===== config.mk =====
export PLATFORM = sky130hd
export DESIGN_NAME = round_robin_task_table_scheduler_flat
export DESIGN_NICKNAME = d
export VERILOG_FILES = /design/src/rrts_pkg.sv /design/src/rrts_if.sv /design/src/round_robin_task_table_scheduler.sv /design/src/rrts_ctrl.sv /design/src/rrts_dpath.sv /design/src/flat_wrapper.sv
export SDC_FILE = /design/constraint.sdc
export NUM_CORES = 2
export LEC_CHECK = 0
export BUFFER_PORTS_ARGS = -buffer_cell sky130_fd_sc_hd__buf_2
export CORE_MARGIN = 2
export CORE_UTILIZATION = 40
export CTS_CLUSTER_DIAMETER = 150
export DETAILED_ROUTE_END_ITERATION = 12
export HOLD_SLACK_MARGIN = 0.12
export SLEW_MARGIN = 0
export SYNTH_ARGS = -nofsm -noshare
export SYNTH_HDL_FRONTEND = slang
export SYNTH_HIERARCHICAL = 1
export SYNTH_SLANG_ARGS = --single-unit

===== constraint.sdc =====
create_clock -name i_clk -period 20.7 [get_ports i_clk]
set_clock_uncertainty 0.1 [all_clocks]
set_input_delay 1.035 -clock i_clk [delete_from_list [all_inputs] [get_ports i_clk]]
set_output_delay 1.035 -clock i_clk [all_outputs]
set_load 0.01 [all_outputs]

===== src/rrts_pkg.sv =====
// ----------------------------------------------------------------------------
// rrts_pkg
// Types, codes and helpers shared by the round-robin task scheduler.
// ----------------------------------------------------------------------------
`timescale 1ns / 1ps

package rrts_pkg;

    localparam int CNT_W = 16;
    localparam int TICK_W = 32;
    localparam logic [CNT_W-1:0] CNT_MAX = '1;

    typedef enum logic [3:0] {
        OP_CREATE  = 4'd0,
        OP_KILL    = 4'd1,
        OP_YIELD   = 4'd2,
        OP_BLOCK   = 4'd3,
        OP_UNBLOCK = 4'd4,
        OP_BLKCUR  = 4'd5,
        OP_COLLECT = 4'd6,
        OP_QUERY   = 4'd7,
        OP_CLEAR   = 4'd8
    } t_op;

    typedef enum logic [2:0] {
        STS_OK     = 3'd0,
        STS_IGNORE = 3'd1,
        STS_FULL   = 3'd2,
        STS_NORDY  = 3'd3,
        STS_NOIDS  = 3'd4
    } t_status;

    typedef enum logic [1:0] {
        TS_RUNNING = 2'd0,
        TS_READY   = 2'd1,
        TS_BLOCKED = 2'd2,
        TS_DEAD    = 2'd3
    } t_tstate;

    typedef enum logic [1:0] {
        FSM_IDLE,
        FSM_RUN,
        FSM_FINISH
    } t_fsm;

    // controller to datapath
    typedef struct packed {
        logic load;
        logic step;
        logic emit;
    } t_cmd;

    // datapath to controller
    typedef struct packed {
        logic done;
    } t_stat;

    function automatic logic [CNT_W-1:0] sat_inc(input logic [CNT_W-1:0] v);
        return (v == CNT_MAX) ? v : v + 1'b1;
    endfunction

endpackage


===== src/rrts_if.sv =====
// ----------------------------------------------------------------------------
// rrts_if
// Valid/ready channels for scheduler commands and results.
// ----------------------------------------------------------------------------
`timescale 1ns / 1ps

interface rrts_cmd_if #(parameter int ID_WIDTH = 16);
    logic                valid;
    logic                ready;
    logic [3:0]          op;
    logic [ID_WIDTH-1:0] task_id;

    modport source (output valid, output op, output task_id, input ready);
    modport sink   (input valid, input op, input task_id, output ready);
endinterface

interface rrts_res_if #(parameter int ID_WIDTH = 16, parameter int CW = 5);
    logic                valid;
    logic                ready;
    logic [2:0]          status;
    logic [ID_WIDTH-1:0] result_id;
    logic [ID_WIDTH-1:0] current_id;
    logic [1:0]          query_state;
    logic [15:0]         run_count;
    logic [15:0]         yield_total;
    logic [15:0]         block_total;
    logic [15:0]         wake_total;
    logic [31:0]         tick;
    logic [CW-1:0]       ready_count;
    logic [CW-1:0]       blocked_count;
    logic [CW-1:0]       dead_count;

    modport source (output valid, output status, output result_id, output current_id,
                    output query_state, output run_count, output yield_total,
                    output block_total, output wake_total, output tick,
                    output ready_count, output blocked_count, output dead_count,
                    input ready);
    modport sink   (input valid, input status, input result_id, input current_id,
                    input query_state, input run_count, input yield_total,
                    input block_total, input wake_total, input tick,
                    input ready_count, input blocked_count, input dead_count,
                    output ready);
endinterface


===== src/round_robin_task_table_scheduler.sv =====
// Create, block current, clear and unknown op codes finish without a
// table walk; lookups, collect and yield walk up to used_slots entries,
// one slot per cycle, yield after first returning the running task.
// One command is in work at a time; the next is taken once its result is
// registered, even while that result still waits on the output.
// Reset (synchronous, active low) empties the table, invalidates the
// current slot, sets next id to one and clears the dispatch tick.
// ----------------------------------------------------------------------------
// round_robin_task_table_scheduler
// Task table with round-robin dispatch, kill, block, wake and compaction.
// ----------------------------------------------------------------------------
`timescale 1ns / 1ps

module round_robin_task_table_scheduler
    import rrts_pkg::*;
#(
    parameter int MAX_TASKS = 16,
    parameter int ID_WIDTH  = 16
) (
    input logic i_clk,
    input logic i_rst_n,
    rrts_cmd_if.sink   i_cmd,
    rrts_res_if.source o_res
);

    localparam int CW = $clog2(MAX_TASKS + 1);
    localparam int PW = $clog2(MAX_TASKS);

    t_cmd  cmd;
    t_stat stat;

    rrts_ctrl u_ctrl (
        .i_clk       (i_clk),
        .i_rst_n     (i_rst_n),
        .i_in_valid  (i_cmd.valid),
        .o_in_ready  (i_cmd.ready),
        .o_out_valid (o_res.valid),
        .i_out_ready (o_res.ready),
        .i_stat      (stat),
        .o_cmd       (cmd)
    );

    rrts_dpath #(
        .MAX_TASKS (MAX_TASKS),
        .ID_WIDTH  (ID_WIDTH),
        .CW        (CW),
        .PW        (PW)
    ) u_dpath (
        .i_clk           (i_clk),
        .i_rst_n         (i_rst_n),
        .i_cmd           (cmd),
        .i_op            (i_cmd.op),
        .i_tid           (i_cmd.task_id),
        .o_stat          (stat),
        .o_status        (o_res.status),
        .o_result_id     (o_res.result_id),
        .o_current_id    (o_res.current_id),
        .o_query_state   (o_res.query_state),
        .o_run_count     (o_res.run_count),
        .o_yield_total   (o_res.yield_total),
        .o_block_total   (o_res.block_total),
        .o_wake_total    (o_res.wake_total),
        .o_tick          (o_res.tick),
        .o_ready_count   (o_res.ready_count),
        .o_blocked_count (o_res.blocked_count),
        .o_dead_count    (o_res.dead_count)
    );

endmodule


===== src/rrts_ctrl.sv =====
// ----------------------------------------------------------------------------
// rrts_ctrl
// Command sequencer: accepts a transaction, steps the datapath, emits result.
// ----------------------------------------------------------------------------
`timescale 1ns / 1ps

module rrts_ctrl
    import rrts_pkg::*;
(
    input  logic  i_clk,
    input  logic  i_rst_n,
    input  logic  i_in_valid,
    output logic  o_in_ready,
    output logic  o_out_valid,
    input  logic  i_out_ready,
    input  t_stat i_stat,
    output t_cmd  o_cmd
);

    t_fsm r_state, n_state;
    logic r_out_valid, n_out_valid;
    logic out_free;

    assign out_free = !r_out_valid || i_out_ready;

    // next state
    always_comb begin
        n_state = r_state;
        unique case (r_state)
            FSM_IDLE:   if (i_in_valid) n_state = FSM_RUN;
            FSM_RUN:    if (i_stat.done) n_state = FSM_FINISH;
            FSM_FINISH: if (out_free) n_state = FSM_IDLE;
            default:    n_state = FSM_IDLE;
        endcase
    end

    // outputs
    always_comb begin
        o_cmd = '0;
        o_in_ready = 1'b0;
        n_out_valid = r_out_valid && !i_out_ready;
        unique case (r_state)
            FSM_IDLE: begin
                o_in_ready = 1'b1;
                o_cmd.load = i_in_valid;
            end
            FSM_RUN: begin
                o_cmd.step = !i_stat.done;
            end
            FSM_FINISH: begin
                o_cmd.emit = out_free;
                if (out_free) n_out_valid = 1'b1;
            end
            default: begin
                o_cmd = '0;
            end
        endcase
    end

    assign o_out_valid = r_out_valid;

    // hold state and result valid
    always_ff @(posedge i_clk) begin
        if (!i_rst_n) begin
            r_state <= FSM_IDLE;
            r_out_valid <= 1'b0;
        end else begin
            r_state <= n_state;
            r_out_valid <= n_out_valid;
        end
    end

endmodule


===== src/rrts_dpath.sv =====
// ----------------------------------------------------------------------------
// rrts_dpath
// Task table, slot walker and result register of the scheduler.
// ----------------------------------------------------------------------------
`timescale 1ns / 1ps

module rrts_dpath
    import rrts_pkg::*;
#(
    parameter int MAX_TASKS = 16,
    parameter int ID_WIDTH  = 16,
    parameter int CW        = 5,
    parameter int PW        = 4
) (
    input  logic                i_clk,
    input  logic                i_rst_n,
    input  t_cmd                i_cmd,
    input  logic [3:0]          i_op,
    input  logic [ID_WIDTH-1:0] i_tid,
    output t_stat               o_stat,
    output logic [2:0]          o_status,
    output logic [ID_WIDTH-1:0] o_result_id,
    output logic [ID_WIDTH-1:0] o_current_id,
    output logic [1:0]          o_query_state,
    output logic [CNT_W-1:0]    o_run_count,
    output logic [CNT_W-1:0]    o_yield_total,
    output logic [CNT_W-1:0]    o_block_total,
    output logic [CNT_W-1:0]    o_wake_total,
    output logic [TICK_W-1:0]   o_tick,
    output logic [CW-1:0]       o_ready_count,
    output logic [CW-1:0]       o_blocked_count,
    output logic [CW-1:0]       o_dead_count
);

    // task table
    logic [ID_WIDTH-1:0] slot_id     [MAX_TASKS];
    t_tstate             slot_state  [MAX_TASKS];
    logic [CNT_W-1:0]    slot_runs   [MAX_TASKS];
    logic [CNT_W-1:0]    slot_yields [MAX_TASKS];
    logic [CNT_W-1:0]    slot_blocks [MAX_TASKS];
    logic [CNT_W-1:0]    slot_wakes  [MAX_TASKS];

    // command registers
    t_op                 r_op, n_op;
    logic [ID_WIDTH-1:0] r_tid, n_tid;
    logic [PW-1:0]       r_ptr, n_ptr;
    logic [CW-1:0]       r_k, n_k;
    logic [CW-1:0]       r_wp, n_wp;
    logic                r_prep, n_prep;
    logic                r_fin, n_fin;
    logic                r_keep, n_keep;
    logic [PW-1:0]       r_newcur, n_newcur;
    t_status             r_sts, n_sts;
    logic [ID_WIDTH-1:0] r_res, n_res;
    t_tstate             r_qs, n_qs;
    logic [CNT_W-1:0]    r_qr, n_qr, r_qy, n_qy, r_qb, n_qb, r_qw, n_qw;

    // scheduler state
    logic [CW-1:0]       r_used, n_used;
    logic                r_cur_valid, n_cur_valid;
    logic [PW-1:0]       r_cur_slot, n_cur_slot;
    logic [ID_WIDTH-1:0] r_cur_id, n_cur_id;
    logic [ID_WIDTH:0]   r_next_id, n_next_id;
    logic [TICK_W-1:0]   r_tick, n_tick;
    logic [CW-1:0]       r_nr, n_nr, r_nb, n_nb, r_nd, n_nd;

    // registered entry at the walk pointer
    logic [ID_WIDTH-1:0] r_rd_id;
    t_tstate             r_rd_state;
    logic [CNT_W-1:0]    r_rd_runs, r_rd_yld, r_rd_blk, r_rd_wak;

    // single entry write port
    logic                wr_en;
    logic [PW-1:0]       wr_addr;
    logic [ID_WIDTH-1:0] wr_id;
    t_tstate             wr_state;
    logic [CNT_W-1:0]    wr_runs, wr_yld, wr_blk, wr_wak;

    // state transition for the population counts
    logic                chg;
    t_tstate             chg_from, chg_to;

    logic [CW-1:0]       ptr_nxt;
    logic                at_end;

    assign ptr_nxt  = CW'(r_ptr) + 1'b1;
    assign at_end   = (r_k == r_used);
    assign o_stat.done = r_fin;

    always_comb begin
        n_op = r_op;         n_tid = r_tid;       n_ptr = r_ptr;
        n_k = r_k;           n_wp = r_wp;         n_prep = r_prep;
        n_fin = r_fin;       n_keep = r_keep;     n_newcur = r_newcur;
        n_sts = r_sts;       n_res = r_res;       n_qs = r_qs;
        n_qr = r_qr;         n_qy = r_qy;         n_qb = r_qb;   n_qw = r_qw;
        n_used = r_used;     n_cur_valid = r_cur_valid;
        n_cur_slot = r_cur_slot;                  n_cur_id = r_cur_id;
        n_next_id = r_next_id;                    n_tick = r_tick;
        n_nr = r_nr;         n_nb = r_nb;         n_nd = r_nd;
        wr_en = 1'b0;        wr_addr = r_ptr;
        wr_id = r_rd_id;     wr_state = r_rd_state;
        wr_runs = r_rd_runs; wr_yld = r_rd_yld;   wr_blk = r_rd_blk; wr_wak = r_rd_wak;
        chg = 1'b0;          chg_from = TS_RUNNING; chg_to = TS_RUNNING;

        if (i_cmd.load) begin
            // latch the command and clear the per-command result
            n_op = t_op'(i_op);
            n_tid = i_tid;
            n_ptr = (t_op'(i_op) == OP_YIELD || t_op'(i_op) == OP_BLKCUR) ?
                    r_cur_slot : '0;
            n_k = '0;
            n_wp = '0;
            n_prep = (t_op'(i_op) == OP_YIELD);
            n_fin = 1'b0;
            n_keep = 1'b0;
            n_newcur = '0;
            n_sts = STS_IGNORE;
            n_res = '0;
            n_qs = TS_DEAD;
            n_qr = '0; n_qy = '0; n_qb = '0; n_qw = '0;
        end else if (i_cmd.step) begin
            unique case (r_op)
                OP_CREATE: begin
                    n_fin = 1'b1;
                    if (r_used >= CW'(MAX_TASKS)) begin
                        n_sts = STS_FULL;
                    end else if (r_next_id[ID_WIDTH]) begin
                        n_sts = STS_NOIDS;
                    end else begin
                        wr_en = 1'b1;
                        wr_addr = r_used[PW-1:0];
                        wr_id = r_next_id[ID_WIDTH-1:0];
                        wr_state = TS_READY;
                        wr_runs = '0; wr_yld = '0; wr_blk = '0; wr_wak = '0;
                        chg = 1'b1; chg_from = TS_RUNNING; chg_to = TS_READY;
                        n_used = r_used + 1'b1;
                        n_res = r_next_id[ID_WIDTH-1:0];
                        n_next_id = r_next_id + 1'b1;
                        n_sts = STS_OK;
                    end
                end
                OP_KILL, OP_BLOCK, OP_UNBLOCK, OP_QUERY: begin
                    if (at_end) begin
                        n_fin = 1'b1;
                    end else if (r_rd_id == r_tid) begin
                        n_fin = 1'b1;
                        priority case (r_op)
                            OP_KILL: begin
                                wr_en = 1'b1; wr_state = TS_DEAD;
                                chg = 1'b1; chg_from = r_rd_state; chg_to = TS_DEAD;
                                n_sts = STS_OK;
                            end
                            OP_BLOCK: begin
                                if (r_rd_state != TS_DEAD && r_rd_state != TS_BLOCKED) begin
                                    wr_en = 1'b1; wr_state = TS_BLOCKED;
                                    wr_blk = sat_inc(r_rd_blk);
                                    chg = 1'b1; chg_from = r_rd_state; chg_to = TS_BLOCKED;
                                    n_sts = STS_OK;
                                end
                            end
                            OP_UNBLOCK: begin
                                if (r_rd_state == TS_BLOCKED) begin
                                    wr_en = 1'b1; wr_state = TS_READY;
                                    wr_wak = sat_inc(r_rd_wak);
                                    chg = 1'b1; chg_from = TS_BLOCKED; chg_to = TS_READY;
                                    n_sts = STS_OK;
                                end
                            end
                            default: begin
                                n_qs = r_rd_state;
                                n_qr = r_rd_runs; n_qy = r_rd_yld;
                                n_qb = r_rd_blk;  n_qw = r_rd_wak;
                                n_sts = STS_OK;
                            end
                        endcase
                    end else begin
                        n_ptr = r_ptr + 1'b1;
                        n_k = r_k + 1'b1;
                    end
                end
                OP_BLKCUR: begin
                    n_fin = 1'b1;
                    if (r_cur_valid && r_rd_state != TS_DEAD && r_rd_state != TS_BLOCKED) begin
                        wr_en = 1'b1; wr_state = TS_BLOCKED;
                        wr_blk = sat_inc(r_rd_blk);
                        chg = 1'b1; chg_from = r_rd_state; chg_to = TS_BLOCKED;
                        n_sts = STS_OK;
                    end
                end
                OP_YIELD: begin
                    if (r_prep) begin
                        // return the running task, then start after it
                        n_prep = 1'b0;
                        n_k = '0;
                        if (r_used == '0) begin
                            n_cur_valid = 1'b0;
                            n_sts = STS_NORDY;
                            n_fin = 1'b1;
                        end else begin
                            if (r_cur_valid && r_rd_state == TS_RUNNING) begin
                                wr_en = 1'b1; wr_state = TS_READY;
                                wr_yld = sat_inc(r_rd_yld);
                                chg = 1'b1; chg_from = TS_RUNNING; chg_to = TS_READY;
                            end
                            n_ptr = (r_cur_valid && ptr_nxt != r_used) ?
                                    ptr_nxt[PW-1:0] : '0;
                        end
                    end else if (at_end) begin
                        n_cur_valid = 1'b0;
                        n_sts = STS_NORDY;
                        n_fin = 1'b1;
                    end else if (r_rd_state == TS_READY) begin
                        // dispatch
                        wr_en = 1'b1; wr_state = TS_RUNNING;
                        wr_runs = sat_inc(r_rd_runs);
                        chg = 1'b1; chg_from = TS_READY; chg_to = TS_RUNNING;
                        n_cur_valid = 1'b1;
                        n_cur_slot = r_ptr;
                        n_cur_id = r_rd_id;
                        n_tick = r_tick + 1'b1;
                        n_res = r_rd_id;
                        n_sts = STS_OK;
                        n_fin = 1'b1;
                    end else begin
                        n_ptr = (ptr_nxt != r_used) ? ptr_nxt[PW-1:0] : '0;
                        n_k = r_k + 1'b1;
                    end
                end
                OP_COLLECT: begin
                    if (at_end) begin
                        n_used = r_wp;
                        n_cur_valid = r_keep;
                        n_cur_slot = r_keep ? r_newcur : '0;
                        n_nd = '0;
                        n_sts = STS_OK;
                        n_fin = 1'b1;
                    end else begin
                        // copy a live entry down to the write slot
                        if (r_rd_state != TS_DEAD) begin
                            wr_en = 1'b1;
                            wr_addr = r_wp[PW-1:0];
                            if (r_cur_valid && r_cur_slot == r_ptr) begin
                                n_keep = 1'b1;
                                n_newcur = r_wp[PW-1:0];
                            end
                            n_wp = r_wp + 1'b1;
                        end
                        n_ptr = r_ptr + 1'b1;
                        n_k = r_k + 1'b1;
                    end
                end
                OP_CLEAR: begin
                    n_used = '0;
                    n_cur_valid = 1'b0;
                    n_cur_slot = '0;
                    n_cur_id = '0;
                    n_next_id = (ID_WIDTH+1)'(1);
                    n_tick = '0;
                    n_nr = '0; n_nb = '0; n_nd = '0;
                    n_sts = STS_OK;
                    n_fin = 1'b1;
                end
                default: begin
                    n_fin = 1'b1;
                end
            endcase

            // adjust population counts for a state change
            if (chg) begin
                unique case (chg_from)
                    TS_READY:   n_nr = n_nr - 1'b1;
                    TS_BLOCKED: n_nb = n_nb - 1'b1;
                    TS_DEAD:    n_nd = n_nd - 1'b1;
                    default:    ;
                endcase
                unique case (chg_to)
                    TS_READY:   n_nr = n_nr + 1'b1;
                    TS_BLOCKED: n_nb = n_nb + 1'b1;
                    TS_DEAD:    n_nd = n_nd + 1'b1;
                    default:    ;
                endcase
            end
        end
    end

    // write the task table
    always_ff @(posedge i_clk) begin
        if (wr_en) begin
            slot_id[wr_addr]     <= wr_id;
            slot_state[wr_addr]  <= wr_state;
            slot_runs[wr_addr]   <= wr_runs;
            slot_yields[wr_addr] <= wr_yld;
            slot_blocks[wr_addr] <= wr_blk;
            slot_wakes[wr_addr]  <= wr_wak;
        end
    end

    // read the entry at the next walk pointer, forwarding a same-cycle write
    always_ff @(posedge i_clk) begin
        if (wr_en && wr_addr == n_ptr) begin
            r_rd_id    <= wr_id;
            r_rd_state <= wr_state;
            r_rd_runs  <= wr_runs;
            r_rd_yld   <= wr_yld;
            r_rd_blk   <= wr_blk;
            r_rd_wak   <= wr_wak;
        end else begin
            r_rd_id    <= slot_id[n_ptr];
            r_rd_state <= slot_state[n_ptr];
            r_rd_runs  <= slot_runs[n_ptr];
            r_rd_yld   <= slot_yields[n_ptr];
            r_rd_blk   <= slot_blocks[n_ptr];
            r_rd_wak   <= slot_wakes[n_ptr];
        end
    end

    // payload of the current command
    always_ff @(posedge i_clk) begin
        r_op <= n_op;   r_tid <= n_tid;  r_ptr <= n_ptr;   r_k <= n_k;
        r_wp <= n_wp;   r_keep <= n_keep; r_newcur <= n_newcur;
        r_sts <= n_sts; r_res <= n_res;  r_qs <= n_qs;
        r_qr <= n_qr;   r_qy <= n_qy;    r_qb <= n_qb;     r_qw <= n_qw;
        r_cur_slot <= n_cur_slot;        r_cur_id <= n_cur_id;
    end

    // control and scheduler state
    always_ff @(posedge i_clk) begin
        if (!i_rst_n) begin
            r_prep <= 1'b0;
            r_fin <= 1'b0;
            r_used <= '0;
            r_cur_valid <= 1'b0;
            r_next_id <= (ID_WIDTH+1)'(1);
            r_tick <= '0;
            r_nr <= '0; r_nb <= '0; r_nd <= '0;
        end else begin
            r_prep <= n_prep;
            r_fin <= n_fin;
            r_used <= n_used;
            r_cur_valid <= n_cur_valid;
            r_next_id <= n_next_id;
            r_tick <= n_tick;
            r_nr <= n_nr; r_nb <= n_nb; r_nd <= n_nd;
        end
    end

    // result register
    always_ff @(posedge i_clk) begin
        if (i_cmd.emit) begin
            o_status        <= r_sts;
            o_result_id     <= r_res;
            o_current_id    <= r_cur_valid ? r_cur_id : '0;
            o_query_state   <= r_qs;
            o_run_count     <= r_qr;
            o_yield_total   <= r_qy;
            o_block_total   <= r_qb;
            o_wake_total    <= r_qw;
            o_tick          <= r_tick;
            o_ready_count   <= r_nr;
            o_blocked_count <= r_nb;
            o_dead_count    <= r_nd;
        end
    end

    a_used_bound: assert property (@(posedge i_clk) disable iff (!i_rst_n)
        r_used <= CW'(MAX_TASKS))
        else $error("table fill exceeds capacity");

    a_counts_fit: assert property (@(posedge i_clk) disable iff (!i_rst_n)
        ((CW+2)'(r_nr) + (CW+2)'(r_nb) + (CW+2)'(r_nd)) <= (CW+2)'(r_used))
        else $error("state counts exceed table fill");

    a_cur_inside: assert property (@(posedge i_clk) disable iff (!i_rst_n)
        r_cur_valid |-> (CW'(r_cur_slot) < r_used))
        else $error("current slot outside table");

    a_dispatch_tick: assert property (@(posedge i_clk) disable iff (!i_rst_n)
        (i_cmd.step && r_op == OP_YIELD && !r_prep && !at_end && r_rd_state == TS_READY)
        |=> (r_tick == $past(r_tick) + 1'b1) && r_cur_valid)
        else $error("dispatch did not advance tick");

endmodule

===== src/flat_wrapper.sv =====
// flat-port wrapper written by rule: the top's interface ports become plain ports
module round_robin_task_table_scheduler_flat import rrts_pkg::*;
#(
    parameter int MAX_TASKS = 16,
    parameter int ID_WIDTH  = 16
)
  (i_clk, i_rst_n, i_cmd_valid, i_cmd_op, i_cmd_task_id, i_cmd_ready, o_res_valid, o_res_status, o_res_result_id, o_res_current_id, o_res_query_state, o_res_run_count, o_res_yield_total, o_res_block_total, o_res_wake_total, o_res_tick, o_res_ready_count, o_res_blocked_count, o_res_dead_count, o_res_ready);
  rrts_cmd_if #(.ID_WIDTH(ID_WIDTH)) i_cmd_i ();
  rrts_res_if #(.ID_WIDTH(ID_WIDTH)) o_res_i ();
  input logic i_clk;
  input logic i_rst_n;
  input wire logic [$bits(i_cmd_i.valid)-1:0] i_cmd_valid;
  input wire logic [$bits(i_cmd_i.op)-1:0] i_cmd_op;
  input wire logic [$bits(i_cmd_i.task_id)-1:0] i_cmd_task_id;
  output wire logic [$bits(i_cmd_i.ready)-1:0] i_cmd_ready;
  output wire logic [$bits(o_res_i.valid)-1:0] o_res_valid;
  output wire logic [$bits(o_res_i.status)-1:0] o_res_status;
  output wire logic [$bits(o_res_i.result_id)-1:0] o_res_result_id;
  output wire logic [$bits(o_res_i.current_id)-1:0] o_res_current_id;
  output wire logic [$bits(o_res_i.query_state)-1:0] o_res_query_state;
  output wire logic [$bits(o_res_i.run_count)-1:0] o_res_run_count;
  output wire logic [$bits(o_res_i.yield_total)-1:0] o_res_yield_total;
  output wire logic [$bits(o_res_i.block_total)-1:0] o_res_block_total;
  output wire logic [$bits(o_res_i.wake_total)-1:0] o_res_wake_total;
  output wire logic [$bits(o_res_i.tick)-1:0] o_res_tick;
  output wire logic [$bits(o_res_i.ready_count)-1:0] o_res_ready_count;
  output wire logic [$bits(o_res_i.blocked_count)-1:0] o_res_blocked_count;
  output wire logic [$bits(o_res_i.dead_count)-1:0] o_res_dead_count;
  input wire logic [$bits(o_res_i.ready)-1:0] o_res_ready;
  assign i_cmd_i.valid = i_cmd_valid;
  assign i_cmd_i.op = i_cmd_op;
  assign i_cmd_i.task_id = i_cmd_task_id;
  assign i_cmd_ready = i_cmd_i.ready;
  assign o_res_valid = o_res_i.valid;
  assign o_res_status = o_res_i.status;
  assign o_res_result_id = o_res_i.result_id;
  assign o_res_current_id = o_res_i.current_id;
  assign o_res_query_state = o_res_i.query_state;
  assign o_res_run_count = o_res_i.run_count;
  assign o_res_yield_total = o_res_i.yield_total;
  assign o_res_block_total = o_res_i.block_total;
  assign o_res_wake_total = o_res_i.wake_total;
  assign o_res_tick = o_res_i.tick;
  assign o_res_ready_count = o_res_i.ready_count;
  assign o_res_blocked_count = o_res_i.blocked_count;
  assign o_res_dead_count = o_res_i.dead_count;
  assign o_res_i.ready = o_res_ready;
  round_robin_task_table_scheduler #(.MAX_TASKS(MAX_TASKS), .ID_WIDTH(ID_WIDTH)) u_core (.i_clk(i_clk), .i_rst_n(i_rst_n), .i_cmd(i_cmd_i), .o_res(o_res_i));
endmodule

==> flow_summary.yaml <==
setup_path:
  critPathSlowestCell: "nor2_4"
  cp_max_fo: 101
  arrival_ns: 8.27
  r2r_end: "u_core/u_dpath/slot_wakes[2][0]$_DFFE_PP_"
  crit_top_cell: "buf_4"
  reg2reg_slack_ns: 12.77
  endpoint_kind: "register"
  path_cells: "buf_12 -> buf_4 -> mux4_2 -> mux4_2 -> xnor2_1 -> nand2_1 -> or4_1 -> o41ai_4 -> o21a_1 -> nor2b_1 -> nand2b_1 -> nor2_4 -> buf_4 -> buf_4"
  max_stage_delay_ns: 0.99
  r2r_cells: 14
  crit_required_ns: 21.04
  worstSetupStartpointType: "register"
  critical_path_class: "register to register"
  r2r-start: "u_core/u_dpath/r_ptr[0]$_DFFE_PP_"
synthesis:
  synth_cell_types: 91
  synth_edf_count: 1504
  syn_area_um2: 68000
  syn_inst: 3942
  syn_area_per_cell_um2: 17.2
  synth_fp_nets: 3980
  yosysWarnings: 6
  synth_ff_type: "edfxtp_1"
  ys_ff_latch: 1679
  synthArstFlopShare: 0
  yosysSeqAreaShare: 0.716
placed_design:
  placed_area_um2: 71600
  place.gp.congestion: 0.866
  dpl.hpwl_um: 105000
  io_buffers: 173
global_routing:
  grt_pass1_vias: 36700
  antenna_found_initial: 0
  grt_use_total: 0.200
  grt-ovfl-total: 0
  grt_first_pass_wirelength_um: 254000
  grt_max_degree: 116
drt:
  first_pass_iters: 9
  wl_per_cell_um: 26.4
  postRouteAntennaNets: 0
  drt_iter0_drc: 4073
  dr_total_vias: 37300
  drc: 0
  via_per_inst: 5.67
  wl_um: 174000
clocking:
  cts.reportedPaths.clkPinSlew_ns: 0.06
  clock_latency_ns: 0.82
  htreeDepth: 4
  cts.path.max_buffers: 3
  cts_resized: 0
  cts_buffers: 172
  cts_root_buffer: "clkbuf_16"
  ctsHoldBuffers: 0
  cts_num_sinks: 1679
  cts_tree: "done"
  postCtsSetupRepairBufs: 0
timing:
  rsz0062_at_grt: "no"
  fin_crit_ns: 7.93
  tightest_slew_ns: 1.36
  setup-tns-final_ns: 0
  slew_headroom: 0.0925
  finalSetupViolCount: 0
  finalCritPeriodShare: 0.383
  max_freq_mhz: 126
  slew_viol_final: 0
  final_hold_viol_count: 0
final_layout:
  layout-drive-gt1-share: 0.223
  syn_to_final_growth_pct: 13.6
  nNetsFinal: 4249
  fillers: 14300
  finalInstanceArea_um2: 77200
  n_antenna_cell: 0
power_and_ir_drop:
  powerDensity_nw_per_um2: 102
  pwr-share-seq: 0.494
  peakVddDrop_uv: 62.1
  clock_power_share: 0.388
  leakage_nw: 24.9
  p_sw_frac: 0.245
  p_int_mw: 5.94
  netSwitchingPower_mw: 1.93
  pwr-share-comb: 0.118
worst_hold_path:
  hold_path_class: "input pin to register"
  holdPathStages: 1
  min_from: "i_cmd_task_id[11]"
  min_to: "u_core/u_dpath/r_tid[11]$_DFFE_PP_"
die:
  core_um2: 169000
  rows: 151
  pin_count: 174
  dieArea_um2: 173000
  die_y_um: 416
  start_util: 0.402
  die_w_um: 416
run_status:
  status: "finished clean"
flow_run:
  cap_violations: 0
==> power groups by stage <==
stage	logic, mW	clock network [mW]	registers (mW)
6_report	0.929	3.05	3.89
5_1_grt	1.00	3.24	3.89
4_1_cts	0.926	3.11	3.89
3_5_place_dp	0.925	0	3.96
3_3_place_gp	0.911	0	3.96
2_1_floorplan	0.599	0	3.96
==> placed cells by master (no fill, tap or decap), types with 13 or more instances in the layout <==
cell,synthesis,final
mux2_2,16,16
nand2_1,374,373
nor3_1,40,39
inv_1,34,32
buf_2,48,173
mux4_2,357,357
ha_1,14,14
dfxtp_1,175,175
a21oi_1,185,183
nand3_1,57,57
clkinv_2,0,21
and3_1,47,47
xnor2_1,38,38
o211ai_1,14,14
nor2_1,218,202
o21ai_0,123,113
xor2_1,66,66
o21ai_1,9,18
or3_1,21,21
nand4_1,21,21
and2_1,46,44
clkbuf_16,0,178
nor2b_1,15,14
clkinv_1,0,34
a31oi_1,16,16
buf_4,31,118
edfxtp_1,1504,1504
mux4_1,13,13
mux2i_1,96,96
nor2_4,0,16
clkbuf_1,85,44
nand2b_1,28,28
a22oi_1,16,16
a211oi_1,17,17
nor4_1,14,13
==> through the flow <==
stage / worst slack (ns) / hold slack, ns / utilization / std cells / power, mW
floorplan: 12.25 / 0.302 / - / 3942 / 4.56
finish: 12.77 / 0.309 / 0.456 / 6574 / 7.87
global placement: 12.72 / 0.315 / 0.423 / 6254 / 4.87
global route: 12.26 / 0.278 / 0.456 / 6574 / 8.13
detailed placement: 12.64 / 0.316 / 0.423 / 6254 / 4.89
CTS: 12.61 / 0.251 / 0.456 / 6573 / 7.93
==> metal layers <==
metal	global-route usage	share of wire
met5	0	0
met4	0.0660	0.030
met3	0.0377	0.069
met2	0.317	0.48
met1	0.278	0.43
==> registers in the layout, summed over array words and instances (netlist names), 17 cells and up <==
signal                      count
u_core/u_dpath/r_tick          32
u_core/u_dpath/slot_blocks    256
u_core/u_dpath/slot_yields    256
u_core/u_dpath/slot_id        256
u_core/u_dpath/o_tick          32
u_core/u_dpath/r_next_id       17
u_core/u_dpath/slot_wakes     256
u_core/u_dpath/slot_runs      256
u_core/u_dpath/slot_state      32
==> how the worst max path moves through the flow <==
stage | start | endpoint | slack (ns) | cells after the start
4_1_cts | u_core/u_dpath/r_ptr[0]$_DFFE_PP_ | u_core/u_dpath/slot_wakes[2][11]$_DFFE_PP_ | 12.61 | 14
5_1_grt | u_core/u_dpath/r_ptr[0]$_DFFE_PP_ | u_core/u_dpath/slot_wakes[2][3]$_DFFE_PP_ | 12.26 | 14
3_3_place_gp | u_core/u_dpath/r_ptr[0]$_DFFE_PP_ | u_core/u_dpath/slot_wakes[2][11]$_DFFE_PP_ | 12.72 | 14
2_1_floorplan | o_res_ready | u_core/u_dpath/o_block_total[0]$_DFFE_PP_ | 12.25 | 2
6_report | u_core/u_dpath/r_ptr[0]$_DFFE_PP_ | u_core/u_dpath/slot_wakes[2][0]$_DFFE_PP_ | 12.77 | 14
3_5_place_dp | u_core/u_dpath/r_ptr[0]$_DFFE_PP_ | u_core/u_dpath/slot_wakes[2][0]$_DFFE_PP_ | 12.64 | 14
==> cell type report <==
type,instances,area [um2],share of cell area
Clock buffer,228,4690,0.0608
Clock inverter,91,877,0.0114
Inverter,35,136,0.00177
Multi-Input combinational cell,2026,18200,0.235
Sequential cell,1679,48700,0.630
Tap cell,2218,2780,0.0360
Timing Repair Buffer,297,1860,0.0241
==> worst max-delay path: cells and delay by family, from the launching register on <==
kind                   cells  cell delay [ns]
XOR/XNOR                   1             0.16
AND/OR/NAND/NOR            5             2.33
flip-flops                 1             0.38
buffers and inverters      4             2.57
multiplexers               2             1.12
AO/OA/AOI/OAI              2             0.71
==> cell families (layout without fill, tap and decap cells) <==
family / count (synthesis) / in the layout / share of synthesized area
flip-flops: 1679 / 1679 / 0.716
AND/OR/NAND/NOR: 936 / 936 / 0.0646
AO/OA/AOI/OAI: 490 / 490 / 0.0443
multiplexers: 482 / 482 / 0.140
buffers and inverters: 237 / 651 / 0.0189
XOR/XNOR: 104 / 104 / 0.0134
adder cells (fa/ha/maj): 14 / 14 / 0.00258
==> cell usage after synthesis, drive strengths merged (17+ instances only) <==
master  number  area, um2
nand4       22        144
nand2      375       1410
inv         35        131
a22oi       17        133
clkbuf      86        327
o21ai      132        661
or3         21        131
nand3       57        285
xnor2       38        333
edfxtp    1504      45200
nor4        18        155
xor2        66        578
a21oi      186        935
and2        46        288
buf        116        826
dfxtp      175       3500
nor2       218        818
and3        48        305
nor3        43        236
mux4       370       8380
nand2b      28        175
mux2i       96        961
a211oi      18        140
Note: power is estimated with default switching activity, not from simulation.
